[config.mk]
export PLATFORM = sky130hd
export DESIGN_NAME = least_loaded_server_picker
export DESIGN_NICKNAME = d
export VERILOG_FILES = /design/src/sv/llsp_pkg.sv /design/src/sv/llsp_ctrl.sv /design/src/sv/llsp_dp.sv /design/src/sv/least_loaded_server_picker.sv
export SDC_FILE = /design/constraint.sdc
export NUM_CORES = 1
export LEC_CHECK = 0
export CORE_UTILIZATION = 50
export DETAILED_ROUTE_END_ITERATION = 12
export DONT_BUFFER_PORTS = 1
export PLACE_DENSITY = 0.69
export REMOVE_ABC_BUFFERS = 1
export SYNTH_ARGS = -nofsm -noshare
export SYNTH_HDL_FRONTEND = slang
export SYNTH_SLANG_ARGS = --single-unit
[constraint.sdc]
create_clock -name clk -period 7.65 [get_ports clk]
set_input_delay 1.1475 -clock clk [delete_from_list [all_inputs] [get_ports clk]]
set_output_delay 1.1475 -clock clk [all_outputs]
set_load 0.01 [all_outputs]
[src/sv/llsp_pkg.sv]
// Shared types and constants for the least-loaded server picker.
// Holds the transaction structs, operation and status codes, FSM states and control structs.
// No dependencies.
`default_nettype none

package llsp_pkg;

  localparam int SERVERS   = 16;
  localparam int LOAD_BITS = 16;
  localparam int SLOT_BITS = (SERVERS > 1) ? $clog2(SERVERS) : 1;
  localparam int IDX_W     = 4;
  localparam int THR_W     = 16;
  localparam int CMP_W     = (LOAD_BITS > THR_W) ? LOAD_BITS : THR_W;
  localparam int EXT_W     = SLOT_BITS + IDX_W;

  localparam logic [LOAD_BITS-1:0] COUNT_MAX     = '1;
  localparam logic [THR_W-1:0]     THRESHOLD_RST = THR_W'(65534);

  typedef enum logic [1:0] {
    OP_DISPATCH  = 2'd0,
    OP_COMPLETE  = 2'd1,
    OP_SET_CLASS = 2'd2,
    OP_REGISTER  = 2'd3
  } op_t;

  typedef enum logic [1:0] {
    ST_OK   = 2'd0,
    ST_NONE = 2'd1,
    ST_ZERO = 2'd2
  } status_t;

  typedef struct packed {
    op_t              op;
    logic [IDX_W-1:0] server_index;
    logic             is_inference;
  } in_item_t;

  typedef struct packed {
    logic [IDX_W-1:0] chosen_server;
    status_t          status;
  } out_item_t;

  typedef enum logic [2:0] {
    S_IDLE,
    S_SCAN,
    S_SCAN_LAST,
    S_DISP_WR,
    S_OP_RD,
    S_OP_WR,
    S_FINISH
  } state_t;

  typedef struct packed {
    logic load;
    logic rd_scan;
    logic rd_op;
    logic scan_step;
    logic disp_commit;
    logic op_commit;
    logic out_load;
  } cmd_t;

  typedef struct packed {
    logic new_dispatch;
    logic scan_last;
    logic out_free;
  } stat_t;

endpackage

`default_nettype wire

[src/sv/llsp_ctrl.sv]
// Controller FSM for the least-loaded server picker.
// Sequences the slot scan and the table updates; depends on llsp_pkg.
`default_nettype none

module llsp_ctrl (
  input  wire logic           clk,
  input  wire logic           rst,
  input  wire logic           in_valid,
  output logic                in_stall,
  input  wire llsp_pkg::stat_t stat,
  output llsp_pkg::cmd_t      cmd
);
  import llsp_pkg::*;

  state_t state, state_next;

  always_ff @(posedge clk) begin
    if (rst) begin
      state <= S_IDLE;
    end else begin
      state <= state_next;
    end
  end

  always_comb begin
    state_next = state;
    case (state)
      S_IDLE: begin
        if (in_valid) begin
          state_next = stat.new_dispatch ? S_SCAN : S_OP_RD;
        end
      end
      S_SCAN: begin
        if (stat.scan_last) begin
          state_next = S_SCAN_LAST;
        end
      end
      S_SCAN_LAST: state_next = S_DISP_WR;
      S_DISP_WR:   state_next = S_FINISH;
      S_OP_RD:     state_next = S_OP_WR;
      S_OP_WR:     state_next = S_FINISH;
      S_FINISH: begin
        if (stat.out_free) begin
          state_next = S_IDLE;
        end
      end
      default:     state_next = S_IDLE;
    endcase
  end

  always_comb begin
    cmd      = '0;
    in_stall = 1'b1;
    case (state)
      S_IDLE: begin
        in_stall = 1'b0;
        cmd.load = in_valid;
      end
      S_SCAN: begin
        cmd.rd_scan   = 1'b1;
        cmd.scan_step = 1'b1;
      end
      S_SCAN_LAST: ;
      S_DISP_WR:   cmd.disp_commit = 1'b1;
      S_OP_RD:     cmd.rd_op = 1'b1;
      S_OP_WR:     cmd.op_commit = 1'b1;
      S_FINISH:    cmd.out_load = stat.out_free;
      default: ;
    endcase
  end

  // A result is never loaded over one that is still waiting downstream.
  a_out_load_free: assert property (@(posedge clk) disable iff (rst)
    cmd.out_load |-> stat.out_free)
    else $error("result loaded while output register busy");

  // One transaction at a time: the cycle after an accept the input stalls.
  a_stall_after_accept: assert property (@(posedge clk) disable iff (rst)
    (in_valid && !in_stall) |=> in_stall)
    else $error("input accepted twice in a row");

  // The scan stops exactly after the last slot has been read.
  a_scan_end: assert property (@(posedge clk) disable iff (rst)
    (state == S_SCAN && stat.scan_last) |=> (state == S_SCAN_LAST))
    else $error("scan did not end at last slot");

  // Every dispatch commit follows the final compare of a scan.
  a_commit_after_scan: assert property (@(posedge clk) disable iff (rst)
    cmd.disp_commit |-> $past(state == S_SCAN_LAST))
    else $error("dispatch committed without a finished scan");

endmodule

`default_nettype wire

[src/sv/llsp_dp.sv]
// Datapath for the least-loaded server picker: slot table, count memory,
// scan compare, threshold register and output register. Depends on llsp_pkg.
`default_nettype none

module llsp_dp (
  input  wire logic                       clk,
  input  wire logic                       rst,
  input  wire llsp_pkg::in_item_t         in_data,
  input  wire logic                       cfg_valid,
  input  wire logic [llsp_pkg::THR_W-1:0] cfg_data,
  input  wire llsp_pkg::cmd_t             cmd,
  output llsp_pkg::stat_t                 stat,
  output logic                            out_valid,
  input  wire logic                       out_stall,
  output llsp_pkg::out_item_t             out_data
);
  import llsp_pkg::*;

  logic [THR_W-1:0]     threshold;
  op_t                  op_q;
  logic [IDX_W-1:0]     idx_q;
  logic                 cls_q;
  logic [SERVERS-1:0]   present;
  logic [SERVERS-1:0]   slot_class;
  logic [LOAD_BITS-1:0] count_mem [SERVERS];
  logic [LOAD_BITS-1:0] rd_data;
  logic                 rd_present;
  logic                 rd_class;
  logic [SLOT_BITS-1:0] scan_cnt;
  logic                 cmp_en;
  logic [SLOT_BITS-1:0] cmp_idx;
  logic                 found;
  logic [LOAD_BITS-1:0] best;
  logic [SLOT_BITS-1:0] pick;
  logic [IDX_W-1:0]     res_chosen;
  status_t              res_status;

  logic [EXT_W-1:0]     idx_ext;
  logic [EXT_W-1:0]     pick_ext;
  logic [SLOT_BITS-1:0] slot;
  logic                 idx_ok;
  logic [SLOT_BITS-1:0] rd_addr;
  logic [LOAD_BITS-1:0] eff;
  logic                 eligible;
  logic                 we;
  logic [SLOT_BITS-1:0] waddr;
  logic [LOAD_BITS-1:0] wdata;

  always_comb begin
    idx_ext  = EXT_W'(idx_q);
    slot     = idx_ext[SLOT_BITS-1:0];
    idx_ok   = idx_ext < EXT_W'(SERVERS);
    pick_ext = EXT_W'(pick);
    rd_addr  = cmd.rd_scan ? scan_cnt : slot;
    // An absent slot reads as a zero count, whatever the memory contains.
    eff      = rd_present ? rd_data : '0;
    eligible = rd_present && (rd_class == cls_q)
               && (CMP_W'(rd_data) <= CMP_W'(threshold))
               && (!found || (rd_data < best));
  end

  always_comb begin
    we    = 1'b0;
    waddr = pick;
    wdata = (best == COUNT_MAX) ? best : best + 1'b1;
    if (cmd.disp_commit) begin
      we = found;
    end else if (cmd.op_commit && idx_ok) begin
      waddr = slot;
      if (op_q == OP_COMPLETE) begin
        we    = (eff != '0);
        wdata = eff - 1'b1;
      end else if (op_q == OP_REGISTER) begin
        we    = 1'b1;
        wdata = '0;
      end
    end
  end

  always_comb begin
    stat.new_dispatch = (in_data.op == OP_DISPATCH);
    stat.scan_last    = (scan_cnt == SLOT_BITS'(SERVERS - 1));
    stat.out_free     = !out_valid || !out_stall;
  end

  always_ff @(posedge clk) begin
    if (rst) begin
      threshold <= THRESHOLD_RST;
    end else if (cfg_valid) begin
      threshold <= cfg_data;
    end
  end

  always_ff @(posedge clk) begin
    if (we) begin
      count_mem[waddr] <= wdata;
    end
    if (cmd.rd_scan || cmd.rd_op) begin
      rd_data    <= count_mem[rd_addr];
      rd_present <= present[rd_addr];
      rd_class   <= slot_class[rd_addr];
    end
  end

  always_ff @(posedge clk) begin
    if (rst) begin
      present    <= '0;
      slot_class <= '0;
    end else if (cmd.op_commit && idx_ok) begin
      if (op_q == OP_REGISTER) begin
        present[slot] <= 1'b1;
      end
      if (op_q == OP_SET_CLASS) begin
        slot_class[slot] <= cls_q;
      end
    end
  end

  always_ff @(posedge clk) begin
    if (rst) begin
      cmp_en    <= 1'b0;
      found     <= 1'b0;
      out_valid <= 1'b0;
    end else begin
      cmp_en <= cmd.rd_scan;
      if (cmd.load) begin
        found <= 1'b0;
      end else if (cmp_en && eligible) begin
        found <= 1'b1;
      end
      if (cmd.out_load) begin
        out_valid <= 1'b1;
      end else if (!out_stall) begin
        out_valid <= 1'b0;
      end
    end
  end

  always_ff @(posedge clk) begin
    if (cmd.load) begin
      op_q     <= in_data.op;
      idx_q    <= in_data.server_index;
      cls_q    <= in_data.is_inference;
      scan_cnt <= '0;
    end else if (cmd.scan_step) begin
      scan_cnt <= scan_cnt + 1'b1;
    end
    cmp_idx <= scan_cnt;
    if (cmp_en && eligible) begin
      best <= rd_data;
      pick <= cmp_idx;
    end
    if (cmd.disp_commit) begin
      res_chosen <= found ? pick_ext[IDX_W-1:0] : '0;
      res_status <= found ? ST_OK : ST_NONE;
    end else if (cmd.op_commit) begin
      res_chosen <= '0;
      res_status <= ((op_q == OP_COMPLETE) && (!idx_ok || (eff == '0))) ? ST_ZERO : ST_OK;
    end
    if (cmd.out_load) begin
      out_data.chosen_server <= res_chosen;
      out_data.status        <= res_status;
    end
  end

endmodule

`default_nettype wire

[src/sv/least_loaded_server_picker.sv]
// Least-loaded server picker, top level: controller plus datapath.
// Dispatch: the count memory is scanned one slot per cycle, then the pick is committed and
// the result loaded; the next transaction is accepted only after the result is loaded.
// Complete, set class, register: read, write, then result loaded; one transaction at a time.
// Synchronous reset clears the slot table and output valid; threshold returns to 65534.
// Depends on llsp_pkg, llsp_ctrl and llsp_dp.
`default_nettype none

module least_loaded_server_picker (
  input  wire logic                       clk,
  input  wire logic                       rst,
  input  wire logic                       in_valid,
  output logic                            in_stall,
  input  wire llsp_pkg::in_item_t         in_data,
  output logic                            out_valid,
  input  wire logic                       out_stall,
  output llsp_pkg::out_item_t             out_data,
  input  wire logic                       cfg_valid,
  output logic                            cfg_ready,
  input  wire logic [llsp_pkg::THR_W-1:0] cfg_data
);
  import llsp_pkg::*;

  cmd_t  cmd;
  stat_t stat;

  assign cfg_ready = 1'b1;

  llsp_ctrl u_ctrl (
    .clk      (clk),
    .rst      (rst),
    .in_valid (in_valid),
    .in_stall (in_stall),
    .stat     (stat),
    .cmd      (cmd)
  );

  llsp_dp u_dp (
    .clk       (clk),
    .rst       (rst),
    .in_data   (in_data),
    .cfg_valid (cfg_valid && cfg_ready),
    .cfg_data  (cfg_data),
    .cmd       (cmd),
    .stat      (stat),
    .out_valid (out_valid),
    .out_stall (out_stall),
    .out_data  (out_data)
  );

endmodule

`default_nettype wire
-- Word level (Yosys, flattened, before mapping)
Memories as Yosys holds them, arrays and structs flattened. A register that Yosys moved wholly into a read port is not among the register bits.
Cells that the tools add are included.
- output and inout bits: 9
- register bits after elaboration: 103
- input port bits: 28
- logic and storage cells: 111
- RAM bits: 256
- memories kept: 1
- memory list (memory ; words ; bits a word ; read ports ; clocked after memory_dff ; write ports ; RTL line ; source):
    u_dp.count_mem ; 16 ; 16 ; 1 ; 1 ; 1 ; llsp_dp.sv:25 ; logic [LOAD_BITS-1:0] count_mem [SERVERS];
- reduce and logical (&&, ||, !) cells: 22
- equal/unequal tests: 16
- add/subtract/negate cells: 3
- muxes and demuxes: 43
- magnitude comparators: 5
- bitwise logic cells: 1
- operators by type and width (kind ; count):
    $mux 16 ; 6
    $mux 4 ; 6
    $mux 1 ; 19
    $pmux 3 s6 ; 1
    $add 16x1->16 const B ; 1
    $bwmux 16 ; 1
    $eq 16x16->1 const B ; 1
    $le 16x16->1 ; 1
    $logic_not 16->1 ; 1
    $lt 16x16->1 ; 1
    $or 16x16->16 ; 1
    $reduce_bool 16->1 ; 1
    $sub 16x1->16 const B ; 1
    $mux 3 ; 4
    $lt 4x5->1 const B ; 2
    $eq 3x3->1 const B ; 3
    $bmux 1 s4 ; 2
    $eq 3x2->1 const B ; 2
    $logic_and 1x1->1 ; 6
    $mux 2 ; 3
    $add 4x1->4 const B ; 1
    $demux 1 s4 ; 1
    $eq 2x2->1 const B ; 2
    $eq 4x4->1 const B ; 1
    14 further kinds ; 22

-- Longest topological paths before layout
- depth in word-level cells: 7
- depth in mapped cells: 9
- depth with buffers taken out: 8

-- Modules after synthesis
A second synthesis with hierarchy kept.
- cells, all modules: 1443
- area, all modules: 16477.1 µm²
- by module, submodules not included (module ; cells each ; area an instance (µm²) ; times used ; sequential area each (µm²)):
    llsp_dp ; 1413 ; 16209.3 ; 1 ; 10580.1
    llsp_ctrl ; 28 ; 256.5 ; 1 ; 60.1
    least_loaded_server_picker ; 2 ; 11.3 ; 1 ; 0.0

-- Worst setup path after synthesis
Ideal clock, no wire load.
- path type: register to register
- start point: reg u_dp.rd_data[1] (read register of u_dp.count_mem)
- end point: reg u_dp.best[0] (enable)
- library setup time: 0.428 ns
- data required time: 7.222 ns
- setup slack: 4.050 ns
- data arrival time: 3.172 ns
- cell stages (with the launch flop): 8
- period minus slack after synthesis: 3.600 ns
- path buffers: 0
- cell sequence: edfxtp_1 ha_1 nor2b_1 o211ai_1 a21oi_1 a2111oi_0 o211ai_1 a21boi_0
- longest elaborated chain between the ends: 4
- elaborated cells between the ends (all ways): 6
- those cells by class: order compare: 2; reduce/logical: 4
- RTL lines (item ; RTL line ; source):
    from (decl) ; llsp_dp.sv:26 ; logic [LOAD_BITS-1:0] rd_data;
    $le 16x16->1 or $lt 16x16->1 (tied branches) ; llsp_dp.sv:58, llsp_dp.sv:59 ;
    $logic_and 1x1->1 or $logic_or 1x1->1 (tied branches) ; llsp_dp.sv:58, llsp_dp.sv:59 ;
    $logic_and 1x1->1 * ; llsp_dp.sv:59 ; && (!found || (rd_data < best));
    $logic_and 1x1->1 * ; llsp_dp.sv:149 ; if (cmp_en && eligible) begin
    to (signal assigned) ; llsp_dp.sv:150 ; best <= rd_data;
    to (decl) ; llsp_dp.sv:33 ; logic [LOAD_BITS-1:0] best;
Mark *: on every way between the ends. The rest lies on a longest branch, timed or not.
A chain may end at the register's enable or synchronous reset.

-- Final worst setup path
- start point: reg u_ctrl.state[0]
- end point: reg u_dp.rd_data[12] (read register of u_dp.count_mem), data pin
- longest elaborated chain between the ends: 3
- elaborated cells between the ends (all ways): 6
- those cells by class: eq/ne: 2; mux: 3; reduce/logical: 1
- RTL lines (item ; RTL line ; source):
    from (decl) ; llsp_ctrl.sv:15 ; state_t state, state_next;
    from (signal assigned) ; llsp_ctrl.sv:21 ; state <= state_next;
    $eq 3x1->1 or $eq 3x3->1 (tied branches) ; llsp_ctrl.sv:54 ; case (state)
    $mux 1 ; llsp_ctrl.sv:54 ;
    $mux 4 or $logic_or 1x1->1 (tied branches) ; llsp_dp.sv:54, llsp_dp.sv:98 ;
Parallel ways exist; a longest one is shown, timed or not.

==> flow_summary.json <==
{
  "synth-edff-count": 313,
  "hold_class": "reg -> reg",
  "syn_avg_cell_area_um2": 11.74,
  "grt_pass1_wl_um": 58410,
  "vias_per_cell": 5.842,
  "cts-root-buf": "clkbuf_16",
  "max_freq_mhz": 267.0,
  "r2r-end": "u_dp.rd_data[12]",
  "drt_first_iter_violations": 1034,
  "rr_startpoint": "u_ctrl.state[0]",
  "arrival_ns": 3.97,
  "syn_to_final_growth_pct": 11.14,
  "yosysTopAreaCell": "edfxtp_1",
  "relSlewSlack_pct": 14.70,
  "ys_seq_area_share_pct": 65.27,
  "synth_common_cells": "nand2_1 (322), edfxtp_1 (313), nor2_1 (77), o21ai_0 (68), mux2i_1 (67)",
  "drc": 0,
  "cts_tree": "done",
  "synthTopCellsByArea": "edfxtp_1 (58%), dfxtp_1 (7.6%), nand2_1 (7.4%), mux2i_1 (4.1%), ha_1 (2.7%)",
  "critPathCaptureType": "flop",
  "critPathKind": "reg -> reg",
  "rrSetupSlack_ns": 3.90,
  "yosys.area.top_type_share_pct": 57.66,
  "maxCapViolations": 0,
  "dp_hpwl_um": 22580,
  "hold_viol": 0,
  "ant_nets": 0,
  "post-place-ws_ns": 3.944,
  "crit_start": "u_ctrl.state[0]",
  "routedWlPerCell_um": 20.68,
  "row_count": 65,
  "leakage_uw": 0.006509,
  "fp.dieArea_mm2": 0.03333,
  "placed_cells": 1785,
  "cts.repair.resized": 0,
  "io_buffers": 0,
  "dr_wl_met2_um": 17980,
  "cp-start-kind": "flop",
  "fp.dieH_um": 182.6,
  "grt_setup_unrepaired": "false",
  "yosysMostFrequentCell": "nand2_1",
  "wl_um": 38360,
  "p_per_area_mw_per_mm2": 268.0,
  "fin_ws_ns": 3.904,
  "grt_pass1_vias": 10180,
  "fin_skew_ns": 0.01825,
  "synth_area_mm2": 0.01630,
  "timing.setup.tns_ns": 0,
  "drv_slew": 0,
  "vdd_drop_max_mv": 0.1551,
  "gp_congestion": 0.8567,
  "cp-endpoint": "u_dp.rd_data[12]",
  "ctsHoldBuffers": 0,
  "grtUsageTotal_pct": 23.22,
  "grt_max_degree": 81,
  "io_pins": 37,
  "stdcell_count": 1855,
  "synth_seq_cells": 375,
  "yosysWarningCount": 0,
  "async_flop_share_pct": 0,
  "top_layer": "met4",
  "htreeDepth": 2,
  "route.vias.total": 10840,
  "status": "finished, final reports clean",
  "ctsLongestPathBuffers": 3,
  "fin_crit_sh_pct": 48.96,
  "drt-met1-wl_um": 16320,
  "start_util_pct": 51.27,
  "clock_latency_ns": 0.53,
  "final_nets": 1454,
  "antenna_found_initial": 0,
  "synthCells": 1389,
  "core_area_mm2": 0.03180,
  "setup_viol": 0,
  "final_layout_size_suffix_gt1_share_pct": 7.887,
  "period_minus_slack_ns": 3.746,
  "worstMarginPinSlew_ns": 1.279,
  "post_cts_buffers": 0,
  "dr.pass1.iters": 5,
  "cts_sinks": 375,
  "clkSlewWorstSetupHoldPaths_ns": 0.06,
  "wl_met3_um": 3010,
  "critPathRequiredTime_ns": 7.88,
  "cp_max_fo": 52,
  "overflow": 0,
  "die_x_um": 182.6,
  "synth_ff_type": "edfxtp_1",
  "holdWs_ns": 0.4120,
  "cts_buffers": 39,
  "synth_cell_types": 56,
  "num_antenna_cells": 0,
  "reg2reg_depth": 7
}
[per-layer routing]
metal / vias to the layer above / track usage (%)
li1: 5047 / -
met1: 5251 / 31.51
met2: 467 / 37.60
met3: 71 / 4.211
met4: 0 / 8.168
met5: - / 0
[how the worst min path moves through the flow]
stage | startpoint | to | slack (ns) | cells after the start
6_report | u_dp.cmp_idx[1] | u_dp.pick[1] | 0.41 | 0
5_1_grt | u_dp.cmp_idx[1] | u_dp.pick[1] | 0.42 | 0
4_1_cts | u_dp.cmp_idx[2] | u_dp.pick[2] | 0.41 | 0
3_5_place_dp | u_dp.cmp_idx[2] | u_dp.pick[2] | 0.39 | 0
3_3_place_gp | u_dp.cmp_idx[0] | u_dp.pick[0] | 0.39 | 0
2_1_floorplan | u_dp.scan_cnt[1] | u_dp.cmp_idx[1] | 0.38 | 0
[stage by stage]
stage | power [uW] | area, um2 | util, %
detailed placement | 3067 | 16900 | 53.16
floorplan | 2903 | 15990 | -
finish | 4856 | 18120 | 56.98
CTS | 4876 | 18120 | 56.98
global route | 5040 | 18120 | 56.98
global placement | 3046 | 16900 | 53.16
[worst max-delay path: stages (launching register included)]
cell and delay [ns]:
dfxtp_1 0.54, nor3b_2 0.94, mux2i_4 0.60, buf_4 0.62, mux2i_1 0.27, mux2i_1 0.09, a32oi_1 0.21, o221ai_1 0.14
[state kept, by name, summed over array words and instances (netlist names), 4 cells and up]
name and count:
u_dp.best 16, u_dp.cmp_idx 4, u_dp.count_mem 256, u_dp.idx_q 4, u_dp.out_data 6, u_dp.pick 4, u_dp.present 16, u_dp.rd_data 16
u_dp.res_chosen 4, u_dp.scan_cnt 4, u_dp.slot_class 16, u_dp.threshold 16
[area by class of cell]
| type | count | area (um2) |
|---|---|---|
| clock buffers | 53 | 1028 |
| clock inverters | 17 | 186.4 |
| fillers | 2543 | 13680 |
| inverters | 34 | 127.6 |
| multi-input cells | 907 | 5336 |
| flip-flops and latches | 375 | 10640 |
| well taps | 435 | 544.3 |
| repair buffers | 34 | 255.2 |
[cells in the final DEF (no fill, tap or decap), drive strengths merged, types with 6 or more instances in the layout]
master	count
nand3	64
inv	37
a21oi	49
nor3	15
xor2	7
nand2	322
nor3b	9
ha	35
mux2i	67
a32oi	21
dfxtp	62
nor2	77
and2	9
o21ai	68
o211ai	19
nand3b	27
or3	6
edfxtp	313
nand4	9
o221ai	18
xnor2	18
clkbuf	53
a31oi	7
clkinv	10
buf	34
nand2b	10
[report_power, final]
part | internal (uW) | total, uW | switching [uW]
combinational | 231 | 644 | 413
clock | 1080 | 1820 | 744
sequential | 2280 | 2390 | 104
[cell families (layout without fill, tap and decap cells)]
family / after synthesis / after routing / synth area share (%)
adders and majority gates: 35 / 35 / 2.686
buffers and inverters: 107 / 138 / 2.671
other: 1 / 1 / 0.02300
and+or+nand+nor: 567 / 567 / 15.46
xor gates and xnor gates: 25 / 25 / 1.343
muxes: 70 / 70 / 4.321
AOI/OAI and AO/OA: 209 / 209 / 8.228
DFF: 375 / 375 / 65.27
Power figures use the tool's default switching activity.
